<file path="config.mk">
export PLATFORM = sky130hd
export DESIGN_NAME = quad_corner_rotator_unit
export DESIGN_NICKNAME = d
export VERILOG_FILES = /design/src/design/qcr_pkg.sv /design/src/design/quad_corner_rotator_unit.sv
export VERILOG_INCLUDE_DIRS = /design/src /design/src/design
export SDC_FILE = /design/constraint.sdc
export NUM_CORES = 2
export LEC_CHECK = 0
export BUFFER_PORTS_ARGS = -buffer_cell sky130_fd_sc_hd__buf_2
export CAP_MARGIN = 20
export CORE_MARGIN = 5
export CORE_UTILIZATION = 45
export DETAILED_ROUTE_END_ITERATION = 7
export HOLD_SLACK_MARGIN = 0.05
export MAX_ROUTING_LAYER = met4
export SETUP_SLACK_MARGIN = 0.3
export SYNTH_ARGS = -nofsm -noshare
export SYNTH_HDL_FRONTEND = slang
export SYNTH_SLANG_ARGS = --single-unit
</file>
<file path="constraint.sdc">
create_clock -name clk_i -period 10.2 [get_ports clk_i]
set_input_delay 1.53 -clock clk_i [delete_from_list [all_inputs] [get_ports clk_i]]
set_output_delay 1.53 -clock clk_i [all_outputs]
set_load 0.02 [all_outputs]
</file>
<file path="src/design/quad_corner_rotator_unit_defines.svh">
// Assertion macros for the quad corner rotator.
// Used by quad_corner_rotator_unit.sv; needs clk_i and rst_ni in scope.
`ifndef QUAD_CORNER_ROTATOR_UNIT_DEFINES_SVH
`define QUAD_CORNER_ROTATOR_UNIT_DEFINES_SVH
`ifndef NO_ASSERTIONS
// Property that must hold at every clock edge outside reset.
`define QCR_ASSERT(name, prop, msg) \
  name: assert property (@(posedge clk_i) disable iff (!rst_ni) prop) \
    else $error(msg);
// Consequent must hold in the cycle after the antecedent.
`define QCR_ASSERT_NEXT(name, ante, cons, msg) \
  name: assert property (@(posedge clk_i) disable iff (!rst_ni) (ante) |=> (cons)) \
    else $error(msg);
`else
`define QCR_ASSERT(name, prop, msg)
`define QCR_ASSERT_NEXT(name, ante, cons, msg)
`endif
`endif

</file>
<file path="src/design/qcr_pkg.sv">
// Shared constants and elaboration-time functions for the quad corner rotator.
// No dependencies.
`timescale 1ns / 1ps

package qcr_pkg;

  // Configuration register indexes
  localparam int CfgIdxW = 3;
  localparam logic [CfgIdxW-1:0] REG_CORNER0_X = 3'd0;
  localparam logic [CfgIdxW-1:0] REG_CORNER0_Y = 3'd1;
  localparam logic [CfgIdxW-1:0] REG_CORNER1_X = 3'd2;
  localparam logic [CfgIdxW-1:0] REG_CORNER1_Y = 3'd3;
  localparam logic [CfgIdxW-1:0] REG_CORNER2_X = 3'd4;
  localparam logic [CfgIdxW-1:0] REG_CORNER2_Y = 3'd5;
  localparam logic [CfgIdxW-1:0] REG_CORNER3_X = 3'd6;
  localparam logic [CfgIdxW-1:0] REG_CORNER3_Y = 3'd7;

  // Input transaction kinds
  localparam logic KIND_SET    = 1'b0;
  localparam logic KIND_ROTATE = 1'b1;

  // Corner numbering
  localparam int CornerW = 2;
  localparam logic [CornerW-1:0] LastCorner = 2'd3;

  // Arctangent of 2^-i, 2^32 units per turn, rounded
  localparam int AtanLen = 24;
  localparam int AtanW   = 30;
  localparam logic [AtanW-1:0] ATAN_TABLE [AtanLen] = '{
    30'd536870912, 30'd316933406, 30'd167458907, 30'd85004756,
    30'd42667331,  30'd21354465,  30'd10679838,  30'd5340245,
    30'd2670163,   30'd1335087,   30'd667544,    30'd333772,
    30'd166886,    30'd83443,     30'd41722,     30'd20861,
    30'd10430,     30'd5215,      30'd2608,      30'd1304,
    30'd652,       30'd326,       30'd163,       30'd81
  };

  // Squared CORDIC gain in Q30 after the given number of steps
  function automatic logic [63:0] cordic_gain_sq(input int steps);
    logic [63:0] p;
    p = 64'd1 << 30;
    for (int i = 0; i < steps; i++) begin
      p = p + (p >> (2 * i));
    end
    return p;
  endfunction

  // Integer square root, digit by digit
  function automatic logic [63:0] isqrt64(input logic [63:0] v);
    logic [63:0] rem;
    logic [63:0] res;
    logic [63:0] bit_w;
    rem   = v;
    res   = 64'd0;
    bit_w = 64'd1 << 62;
    for (int k = 0; k < 32; k++) begin
      if (rem >= res + bit_w) begin
        rem = rem - (res + bit_w);
        res = (res >> 1) + bit_w;
      end else begin
        res = res >> 1;
      end
      bit_w = bit_w >> 2;
    end
    return res;
  endfunction

endpackage

</file>
<file path="src/design/quad_corner_rotator_unit.sv">
// Quad corner rotator: four configured corners rotated about a pivot by a heading.
// Depends on qcr_pkg and quad_corner_rotator_unit_defines.svh.
//
// A set transaction (tuser = 0) loads the heading and leaves the sequencer idle.
// A rotate transaction (tuser = 1) adds its angle to the heading, then emits
// corners 0..3 rotated counterclockwise about the pivot, the last with tlast.
// One shared CORDIC add/shift unit and one 16 x 31 bit multiplier do all of
// the work under a sequencer, so a rotate transaction occupies the block
// from acceptance until its last corner enters the output register, which
// waits while the output is stalled; per corner that is CORDIC_STEPS
// iterations and, for x and for y, one multiplier pass per 16-bit digit of
// the magnitude for gain removal.
// s_axis_tready is high only while the sequencer is idle. Angles are binary,
// 2^ANGLE_WIDTH units per turn; results are rounded and saturated.
`timescale 1ns / 1ps
`include "quad_corner_rotator_unit_defines.svh"

module quad_corner_rotator_unit #(
  parameter int COORD_WIDTH  = 16,
  parameter int ANGLE_WIDTH  = 16,
  parameter int CORDIC_STEPS = 16,
  localparam int InDataW  = ((2 * COORD_WIDTH + ANGLE_WIDTH + 7) / 8) * 8,
  localparam int OutDataW = ((2 * COORD_WIDTH + ANGLE_WIDTH + 7) / 8) * 8
) (
  input  logic                           clk_i,
  input  logic                           rst_ni,
  // configuration write port
  input  logic                           cfg_we_i,
  input  logic [qcr_pkg::CfgIdxW-1:0]    cfg_idx_i,
  input  logic [COORD_WIDTH-1:0]         cfg_data_i,
  // input stream
  input  logic                           s_axis_tvalid,
  output logic                           s_axis_tready,
  input  logic [InDataW-1:0]             s_axis_tdata,   // pivot_x, pivot_y, angle_value
  input  logic [0:0]                     s_axis_tuser,   // kind
  // output stream
  output logic                           m_axis_tvalid,
  input  logic                           m_axis_tready,
  output logic [OutDataW-1:0]            m_axis_tdata,   // rotated_x, rotated_y, heading_now
  output logic [qcr_pkg::CornerW-1:0]    m_axis_tuser,   // corner_index
  output logic                           m_axis_tlast    // last_corner
);

  import qcr_pkg::*;

  localparam int XW   = COORD_WIDTH + 20;        // CORDIC x/y, Q16 plus growth
  localparam int ZW   = 34;                      // residual angle, 2^32 per turn
  localparam int ND   = (XW + 15) / 16;          // multiplier digits per value
  localparam int MW   = 16 * ND;
  localparam int KW   = 31;
  localparam int ACCW = 16 * ND + KW;
  localparam int RW   = COORD_WIDTH + 4;
  localparam int IW   = $clog2(CORDIC_STEPS);
  localparam int DW   = $clog2(ND);

  // Gain compensation factor in Q30, worked out at elaboration
  localparam logic [63:0] GainSq   = cordic_gain_sq(CORDIC_STEPS);
  localparam logic [63:0] GainRoot = isqrt64(GainSq << 30);
  localparam logic [63:0] GainK    = (64'd1 << 60) / GainRoot;
  localparam logic [KW-1:0] KQ30   = GainK[KW-1:0];

  localparam logic [ACCW-1:0] RndHalf = ACCW'(64'd1 << 29);
  localparam logic signed [ANGLE_WIDTH-1:0] QuarterP =
    ANGLE_WIDTH'(1 << (ANGLE_WIDTH - 2));
  localparam logic signed [ANGLE_WIDTH-1:0] QuarterN = -QuarterP;
  localparam logic signed [RW-1:0] SatHi = {5'b00000, {(COORD_WIDTH - 1){1'b1}}};
  localparam logic signed [RW-1:0] SatLo = ~SatHi;

  typedef enum logic [2:0] {
    ST_IDLE,
    ST_LOAD,
    ST_ITER,
    ST_ABS,
    ST_MUL,
    ST_RND,
    ST_EMIT
  } state_e;

  state_e                         state_q;
  logic [ANGLE_WIDTH-1:0]         heading_q;
  logic signed [COORD_WIDTH-1:0]  cx_q [4];
  logic signed [COORD_WIDTH-1:0]  cy_q [4];
  logic signed [COORD_WIDTH-1:0]  px_q, py_q;
  logic [CornerW-1:0]             corner_q;
  logic [IW-1:0]                  iter_q;
  logic [DW-1:0]                  dig_q;
  logic                           sel_q;
  logic signed [XW-1:0]           x_q, y_q;
  logic signed [ZW-1:0]           z_q;
  logic [MW-1:0]                  mag_q;
  logic                           neg_q;
  logic [ACCW-1:0]                acc_q;
  logic [COORD_WIDTH-1:0]         rx_q, ry_q;
  logic                           m_valid_q;
  logic [CornerW-1:0]             m_corner_q;
  logic                           m_last_q;
  logic [COORD_WIDTH-1:0]         m_x_q, m_y_q;
  logic [ANGLE_WIDTH-1:0]         m_head_q;

  // Input unpacking
  logic                           in_kind;
  logic signed [COORD_WIDTH-1:0]  in_px, in_py;
  logic [ANGLE_WIDTH-1:0]         in_ang;
  logic                           s_fire;

  assign in_kind = s_axis_tuser[0];
  assign in_px   = s_axis_tdata[COORD_WIDTH-1:0];
  assign in_py   = s_axis_tdata[2*COORD_WIDTH-1:COORD_WIDTH];
  assign in_ang  = s_axis_tdata[2*COORD_WIDTH+ANGLE_WIDTH-1:2*COORD_WIDTH];

  assign s_axis_tready = (state_q == ST_IDLE);
  assign s_fire        = s_axis_tvalid && s_axis_tready;

  // Output register takes a new corner when it is empty or being drained
  logic                           emit_go;

  assign emit_go = (state_q == ST_EMIT) && (!m_valid_q || m_axis_tready);

  // Corner setup: offset from pivot, half-turn fold into [-quarter, quarter]
  logic                           flip;
  logic signed [COORD_WIDTH:0]    dx, dy, dxf, dyf;
  logic [ANGLE_WIDTH-1:0]         a_adj;
  logic signed [XW-1:0]           x_ld, y_ld;
  logic signed [ZW-1:0]           z_ld;

  always_comb begin
    flip  = ($signed(heading_q) > QuarterP) || ($signed(heading_q) < QuarterN);
    dx    = (COORD_WIDTH + 1)'(cx_q[corner_q]) - (COORD_WIDTH + 1)'(px_q);
    dy    = (COORD_WIDTH + 1)'(cy_q[corner_q]) - (COORD_WIDTH + 1)'(py_q);
    dxf   = flip ? -dx : dx;
    dyf   = flip ? -dy : dy;
    a_adj = flip ? {~heading_q[ANGLE_WIDTH-1], heading_q[ANGLE_WIDTH-2:0]} : heading_q;
    x_ld  = {{(XW - COORD_WIDTH - 17){dxf[COORD_WIDTH]}}, dxf, 16'h0000};
    y_ld  = {{(XW - COORD_WIDTH - 17){dyf[COORD_WIDTH]}}, dyf, 16'h0000};
    z_ld  = {{(ZW - 32){a_adj[ANGLE_WIDTH-1]}}, a_adj, {(32 - ANGLE_WIDTH){1'b0}}};
  end

  // Shared CORDIC micro-rotation
  logic signed [XW-1:0]           xs, ys, x_it, y_it;
  logic signed [ZW-1:0]           atan_z, z_it;

  always_comb begin
    xs     = x_q >>> iter_q;
    ys     = y_q >>> iter_q;
    atan_z = $signed(ZW'(ATAN_TABLE[5'(iter_q)]));
    if (!z_q[ZW-1]) begin
      x_it = x_q - ys;
      y_it = y_q + xs;
      z_it = z_q - atan_z;
    end else begin
      x_it = x_q + ys;
      y_it = y_q - xs;
      z_it = z_q + atan_z;
    end
  end

  // Magnitude of the selected coordinate for gain removal
  logic signed [XW-1:0]           val, abs_val;

  always_comb begin
    val     = sel_q ? y_q : x_q;
    abs_val = val[XW-1] ? -val : val;
  end

  // One digit of the gain product per cycle; digit 0 enters floored by 2^16
  logic [15:0]                    digit;
  logic [16+KW-1:0]               prod;
  logic [ACCW+15:0]               prod_sh;
  logic [ACCW-1:0]                acc_mul;

  always_comb begin
    digit   = mag_q[{dig_q, 4'b0000} +: 16];
    prod    = (16 + KW)'(digit) * (16 + KW)'(KQ30);
    prod_sh = (ACCW + 16)'(prod) << {dig_q, 4'b0000};
    acc_mul = acc_q + prod_sh[ACCW+15:16];
  end

  // Round half away from zero, add pivot back, saturate
  logic [ACCW-1:0]                rnd_sum;
  logic [COORD_WIDTH+2:0]         m_mag;
  logic signed [RW-1:0]           m_signed, piv_ext, res_sum;
  logic [COORD_WIDTH-1:0]         sat_val;

  always_comb begin
    rnd_sum  = acc_q + RndHalf;
    m_mag    = rnd_sum[30 +: COORD_WIDTH + 3];
    m_signed = neg_q ? -$signed({1'b0, m_mag}) : $signed({1'b0, m_mag});
    piv_ext  = RW'(sel_q ? py_q : px_q);
    res_sum  = m_signed + piv_ext;
    if (res_sum > SatHi) begin
      sat_val = SatHi[COORD_WIDTH-1:0];
    end else if (res_sum < SatLo) begin
      sat_val = SatLo[COORD_WIDTH-1:0];
    end else begin
      sat_val = res_sum[COORD_WIDTH-1:0];
    end
  end

  // Sequencer, configuration registers and output register
  always_ff @(posedge clk_i or negedge rst_ni) begin
    if (!rst_ni) begin
      state_q    <= ST_IDLE;
      heading_q  <= '0;
      for (int c = 0; c < 4; c++) begin
        cx_q[c] <= '0;
        cy_q[c] <= '0;
      end
      px_q       <= '0;
      py_q       <= '0;
      corner_q   <= '0;
      iter_q     <= '0;
      dig_q      <= '0;
      sel_q      <= 1'b0;
      x_q        <= '0;
      y_q        <= '0;
      z_q        <= '0;
      mag_q      <= '0;
      neg_q      <= 1'b0;
      acc_q      <= '0;
      rx_q       <= '0;
      ry_q       <= '0;
      m_valid_q  <= 1'b0;
      m_corner_q <= '0;
      m_last_q   <= 1'b0;
      m_x_q      <= '0;
      m_y_q      <= '0;
      m_head_q   <= '0;
    end else begin
      if (cfg_we_i) begin
        unique case (cfg_idx_i)
          REG_CORNER0_X: cx_q[0] <= cfg_data_i;
          REG_CORNER0_Y: cy_q[0] <= cfg_data_i;
          REG_CORNER1_X: cx_q[1] <= cfg_data_i;
          REG_CORNER1_Y: cy_q[1] <= cfg_data_i;
          REG_CORNER2_X: cx_q[2] <= cfg_data_i;
          REG_CORNER2_Y: cy_q[2] <= cfg_data_i;
          REG_CORNER3_X: cx_q[3] <= cfg_data_i;
          REG_CORNER3_Y: cy_q[3] <= cfg_data_i;
          default: ;
        endcase
      end

      if (emit_go) begin
        m_valid_q <= 1'b1;
      end else if (m_axis_tvalid && m_axis_tready) begin
        m_valid_q <= 1'b0;
      end

      unique case (state_q)
        ST_IDLE: begin
          if (s_fire) begin
            if (in_kind == KIND_ROTATE) begin
              heading_q <= heading_q + in_ang;
              px_q      <= in_px;
              py_q      <= in_py;
              corner_q  <= '0;
              state_q   <= ST_LOAD;
            end else begin
              heading_q <= in_ang;
            end
          end
        end
        ST_LOAD: begin
          x_q     <= x_ld;
          y_q     <= y_ld;
          z_q     <= z_ld;
          iter_q  <= '0;
          state_q <= ST_ITER;
        end
        ST_ITER: begin
          x_q    <= x_it;
          y_q    <= y_it;
          z_q    <= z_it;
          iter_q <= iter_q + 1'b1;
          if (iter_q == IW'(CORDIC_STEPS - 1)) begin
            sel_q   <= 1'b0;
            state_q <= ST_ABS;
          end
        end
        ST_ABS: begin
          mag_q   <= MW'($unsigned(abs_val));
          neg_q   <= val[XW-1];
          acc_q   <= '0;
          dig_q   <= '0;
          state_q <= ST_MUL;
        end
        ST_MUL: begin
          acc_q <= acc_mul;
          dig_q <= dig_q + 1'b1;
          if (dig_q == DW'(ND - 1)) begin
            state_q <= ST_RND;
          end
        end
        ST_RND: begin
          if (!sel_q) begin
            rx_q    <= sat_val;
            sel_q   <= 1'b1;
            state_q <= ST_ABS;
          end else begin
            ry_q    <= sat_val;
            state_q <= ST_EMIT;
          end
        end
        ST_EMIT: begin
          if (emit_go) begin
            m_x_q      <= rx_q;
            m_y_q      <= ry_q;
            m_corner_q <= corner_q;
            m_last_q   <= (corner_q == LastCorner);
            m_head_q   <= heading_q;
            corner_q   <= corner_q + 1'b1;
            state_q    <= (corner_q == LastCorner) ? ST_IDLE : ST_LOAD;
          end
        end
        default: state_q <= ST_IDLE;
      endcase
    end
  end

  assign m_axis_tvalid = m_valid_q;
  assign m_axis_tdata  = OutDataW'({m_head_q, m_y_q, m_x_q});
  assign m_axis_tuser  = m_corner_q;
  assign m_axis_tlast  = m_last_q;

  // Checks
  `QCR_ASSERT_NEXT(a_heading_add, s_fire && (in_kind == KIND_ROTATE), heading_q == $past(heading_q + in_ang), "rotate transaction did not advance the heading")
  `QCR_ASSERT_NEXT(a_set_stays_idle, s_fire && (in_kind == KIND_SET), state_q == ST_IDLE, "set transaction started a rotation run")
  `QCR_ASSERT(a_last_marks_corner3, m_valid_q |-> (m_last_q == (m_corner_q == LastCorner)), "tlast does not match the final corner")
  `QCR_ASSERT_NEXT(a_emit_loads_output, (state_q == ST_EMIT) && (!m_valid_q || m_axis_tready), m_valid_q && (m_corner_q == $past(corner_q)), "emitted corner not presented on the output")

endmodule

</file>
# Word level (Yosys, flattened, before mapping)

Memory sizes are Yosys's and may differ from the RTL's.
Index checks and enable logic that the tools add are counted.

Word-level logic and storage cells: 158
Memories: 1
Bits of input ports: 73
Output and inout port bits: 53
Memory bits (read-only): 960
Flip-flop bits (word level): 494

Equality and inequality tests: 21
Shift operators: 4
Multipliers: 1
Reduce and logical (&&, ||, !) cells: 29
Muxes and demuxes: 43
$lt $le $gt $ge: 6
Bitwise operators: 4
Add/sub/neg operators: 19

Memories:

| name            | depth | width | rd ports | clocked after Yosys merged registers in | wr ports | RTL line                        | RTL |
|---|---|---|---|---|---|---|---|
| (no name shown) | 32    | 30    | 1        | 0                                       | 0        | quad_corner_rotator_unit.sv:145 | `atan_z = $signed(ZW'(ATAN_TABLE[5'(iter_q)]));` |

Operators with widths:

| kind                                                                   | number |
|---|---|
| 79-bit case mux with 2 select lines                                    | 1 |
| 36-bit 2-to-1 mux                                                      | 4 |
| 36-bit case mux with 2 select lines                                    | 2 |
| 16-bit 2-to-1 mux                                                      | 8 |
| 46-bit by 6-bit << shifter with 95-bit output                          | 1 |
| 79-bit adder                                                           | 1 |
| 36-bit adder                                                           | 2 |
| 36-bit by 4-bit >>> shifter with 36-bit output                         | 2 |
| 36-bit subtractor                                                      | 2 |
| 34-bit case mux with 2 select lines                                    | 1 |
| 16-bit binary-select mux with 2-bit select                             | 2 |
| 30-bit 2-to-1 mux                                                      | 2 |
| 49-bit by 30-bit adder with 49-bit output (second input constant)      | 1 |
| 48-bit by 7-bit indexed part select with 16-bit output                 | 1 |
| 16-bit by 29-bit multiplier with 45-bit output (second input constant) | 1 |
| 20-bit 2-to-1 mux                                                      | 2 |
| 36-bit negation                                                        | 1 |
| 34-bit by 31-bit adder with 34-bit output                              | 1 |
| 17-bit 2-to-1 mux                                                      | 2 |
| 34-bit 2-to-1 mux                                                      | 1 |
| 17-bit negation                                                        | 2 |
| 16-bit by 16-bit subtractor with 17-bit output                         | 2 |
| 34-bit by 31-bit subtractor with 34-bit output                         | 1 |
| 2-bit AND reduction                                                    | 13 |
| other kinds (36)                                                       | 71 |

# Depth between registers and ports, before layout

Depth in word-level cells: 8
Depth in mapped cells: 42
Gate-level depth less buffers: 40

# Worst setup path before layout

No wires, ideal clock.

Path kind: reg-to-reg
From: register dig_q[0]
To: register acc_q[46]
Path slack: 0.491 ns
Required time: 10.067 ns
Library setup time: 0.133 ns
Arrival time: 9.576 ns
Buffers on the path: 4
Stages on the path, launching flop included: 41
Cell sequence: dfrtp_1 > clkbuf_1 > buf_1 > clkbuf_1 > mux2i_1 > nor2_1 > inv_1 > fa_1 > inv_1 > fa_1 > fa_1 > inv_1 > fa_1 > fa_1 > inv_1 > fa_1 > inv_1 > ha_1 > [5 not listed] > o2111ai_1 > o21ai_0 > a31oi_1 > o21ai_0 > a31oi_1 > mux2i_1 > or2_2 > ha_1 > nor3_1 > nor2_1 > o41a_1 > a21oi_1 > nand3_1 > a311o_1 > a21o_1 > a21oi_1 > xor2_1 > o21ai_0

Cells in the longest elaborated chain, start to end: 5

RTL lines:

| what                                                   | RTL line                        | RTL |
|---|---|---|
| from (decl)                                            | quad_corner_rotator_unit.sv:86  | `logic [DW-1:0] dig_q;` |
| from (signal assigned)                                 | quad_corner_rotator_unit.sv:289 | `dig_q <= dig_q + 1'b1;` |
| 48-bit by 7-bit indexed part select with 16-bit output | quad_corner_rotator_unit.sv:172 | `digit = mag_q[{dig_q, 4'b0000} +: 16];` |
| 16-bit by 29-bit multiplier with 45-bit output         | quad_corner_rotator_unit.sv:173 | `prod = (16 + KW)'(digit) * (16 + KW)'(KQ30);` |
| 46-bit by 6-bit << shifter with 95-bit output *        | quad_corner_rotator_unit.sv:174 | `prod_sh = (ACCW + 16)'(prod) << {dig_q, 4'b0000};` |
| 79-bit adder *                                         | quad_corner_rotator_unit.sv:175 | `acc_mul = acc_q + prod_sh[ACCW+15:16];` |
| 79-bit case mux with 2 select lines *                  | quad_corner_rotator_unit.sv:249 | `unique case (state_q)` |
| to (signal assigned)                                   | quad_corner_rotator_unit.sv:288 | `acc_q <= acc_mul;` |
| to (decl)                                              | quad_corner_rotator_unit.sv:92  | `logic [ACCW-1:0] acc_q;` |

Every way passes the cells marked *; elsewhere a longest branch is shown, timed or not.
A chain may end at the register's enable or synchronous reset.

# Worst setup path in the final report

From: register dig_q[1]
To: register acc_q[46]

Same word-level chain as after synthesis.

==> run_results.csv <==
group,metric,value,unit
yosys,synth_area_leaders,"dfrtp_1 24%, ha_1 10%, fa_1 7.5%",
setup_path,cp.depth,39,
placement,gp_congestion,0.958,
clock_network,insertion_delay,680,ps
timing,fin_crit,9570,ps
clock_network,cts_tree,"done",
setup_path,worst_path_most_repeated_cell,"fa_1",
clock_network,cts_buffer_depth,3,
timing,fin_tns_setup,0,ps
global_routing,grt_pass1_vias,38800,
routing,drtPass1Iterations,7,
die,ios,126,
timing,setup_viol,0,
final_layout,fin_nets,6006,
routing,routed_wl,145,mm
setup_path,cp_slowest_stage_delay,570,ps
die,rows,119,
clock_network,cts.sinks,464,
yosys,yosysWarnings,0,
yosys,synthesis.area,47500,um2
clock_network,cts_htree_levels,2,
setup_path,reg2reg_to,"acc_q[46]",
timing,rsz0062_at_grt,"yes",
timing,maxSlewHeadroom,23.4,%
setup_path,r2r_slack,630,ps
setup_path,worstSetupPathType,"reg -> reg",
die,die_w,335,um
setup_path,worstSetupEndpointType,"flop",
routing,via_per_inst,5.83,
clock_network,path_clk_slew,80,ps
routing,wire_per_inst,21.3,um
setup_path,r2r_start,"dig_q[1]",
setup_path,cp_slowest_cell,"dfrtp_4",
yosys,synth_seq_cells,464,
global_routing,grt_overflow,0,
yosys,yosysTopAreaCellShare,24.5,%
final_layout,synthToLayoutAreaGrowth,9.26,%
setup_path,arrival,10060,ps
yosys,async_reset_ff_share,100,%
clock_network,cts_root_buf,"clkbuf_16",
timing,finClkSkew,68.5,ps
die,core_area,105000,um2
setup_path,startpoint_type,"flop",
timing,fmax,105,MHz
clock_network,ctsHoldBuffers,0,
setup_path,worstPathBufferInverterCount,8,
routing,via_count,39600,
die,die-area,112000,um2
routing,drtIter0Drc,2840,
global_routing,grt_max_degree,157,
timing,final_max_slew_viol_count,0,
timing,tightest_slew,1140,ps
final_layout,drive_gt1_share,14.4,%
setup_path,crit_fanout,14,
setup_path,critPathRequiredTime,10700,ps
setup_path,cp-startpoint,"dig_q[1]",
global_routing,grt_usage,25.8,%
die,start_util,45.2,%
setup_path,cp_top_family,"adder cells",
yosys,syn_area_per_cell,8.92,um2
setup_path,worstSetupEndpoint,"acc_q[46]",
yosys,syn_inst,5319,
yosys,syn_nets,5964,
clock_network,cts_buffers,55,
yosys,yosysUniqueCellTypes,88,
setup_path,r2r_cells,39,
yosys,synth_ff_type,"dfrtp_1",
routing,drc_errors,0,
global_routing,antenna_found_initial,5,
yosys,synth_area_leader_cell,"dfrtp_1",
placement,dp_hpwl,112,mm
placement,io_buffer_count,125,
run_status,outcome,"complete, no violations",
global_routing,grt_pass1_wl,225,mm
job,cap_violations,0,
yosys,yosysSeqAreaShare,24.5,%
die,die_h,335,um
yosys,synth_enable_flop_cells,0,
routing,antenna_left,0,
timing,hold_violations,0,
timing,finalCritPeriodShare,93.8,%
hold_path,hold_path_class,"reg -> reg",
==> worst reg2reg max path, delay by kind of cell (launching register included) <==
kind / cells / cell delay, ps
xor gates and xnor gates: 2 / 440
AOI/OAI and AO/OA: 14 / 2570
DFF: 1 / 570
buffers and inverters: 8 / 1020
and+or+nand+nor: 7 / 1390
adders and majority gates: 8 / 3410
==> registers in the layout, indices dropped and copies added (netlist names), 3 cells and up <==
register	flops
ry_q	16
state_q	3
acc_q	49
py_q	16
m_y_q	16
x_q	36
m_x_q	16
mag_q	36
m_head_q	16
px_q	16
cx_q	64
iter_q	4
cy_q	64
rx_q	16
z_q	34
y_q	36
heading_q	16
==> cell usage after synthesis, drive strengths merged (61+ instances only) <==
cell type,instances
nand3,81
mux2i,133
buf,73
inv,423
nor3,75
clkbuf,171
a21oi,376
mux4,94
a31oi,67
o21ai,401
a21o,117
xor2,161
mux2,245
fa,178
dfrtp,464
nand2,505
ha,394
nand2b,61
xnor2,252
nor2,309
==> cell families (layout without fill, tap and decap cells) <==
logic type,count (synthesis),after routing,synth area share [%]
and+or+nand+nor,1342,1342,13.3
DFF,464,464,24.5
other,0,1,0
AOI/OAI and AO/OA,1387,1387,18.2
muxes,472,472,13.1
buffers and inverters,669,756,5.48
xor gates and xnor gates,413,413,7.62
adders and majority gates,572,572,17.9
==> layout make-up <==
class	instances	area, um2
inverters	425	1600
flip-flops and latches	464	11600
clock buffers	80	1600
clock inverters	22	274
well taps	1391	1740
repair buffers	229	1450
multi-input cells	4186	33500
fillers	10100	53100
diodes	1	2.50
==> stage by stage <==
stage	area, um2	std cells	utilization, %	worst slack, ps	hold slack (ps)
6_report	51900	6798	49.4	634	478
5_1_grt	51900	6798	49.4	254	501
4_1_cts	51500	6783	49.1	350	477
3_5_place_dp	49600	6681	47.3	260	468
3_3_place_gp	49600	6681	47.3	363	457
2_1_floorplan	47500	5319	-	491	444
==> worst min-delay path by stage <==
stage,cells past startpoint,start,endpoint
after global placement,2,rx_q[14],rx_q[14]
after CTS,1,rx_q[15],m_x_q[15]
final,2,ry_q[6],ry_q[6]
after global routing,1,rx_q[15],m_x_q[15]
after detailed placement,2,rx_q[8],rx_q[8]
after floorplan,2,rx_q[0],rx_q[0]
==> placed cells by master, fill, tap and decap left out, drive strengths merged, types with 34 or more instances in the layout <==
cell type	instances
buf	228
nand2b	61
o21a	40
xnor2	252
a31oi	67
nor2b	51
nor2	309
inv	423
and3	42
a21oi	376
o21ai	401
a21o	117
dfrtp	464
xor2	161
mux4	94
o22ai	36
ha	394
nor3	75
nand4	34
fa	178
o211ai	38
nand3	81
nand2	505
clkbuf	81
a211oi	50
mux2i	133
mux2	245
and2	45
==> repair_timing <==
item / in CTS / in global routing
gates cloned: 0 / 0
resized for setup: 4 / 56
pin swaps: 0 / 10
setup buffers: 0 / 13
setup endpoints to repair: 4 / 22
==> routing by layer <==
layer	GRT usage (%)	vias up	wire length (um)	share of wire (%)
li1	-	19000	-	-
met2	43.6	962	70900	49
met3	2.80	225	6640	4.6
met4	6.50	0	4050	2.8
met1	33.4	19400	63000	44
met5	-	-	0	0
Power is not shown: default switching activity piles up to over one toggle a cycle in this logic, so the estimate is an artifact.
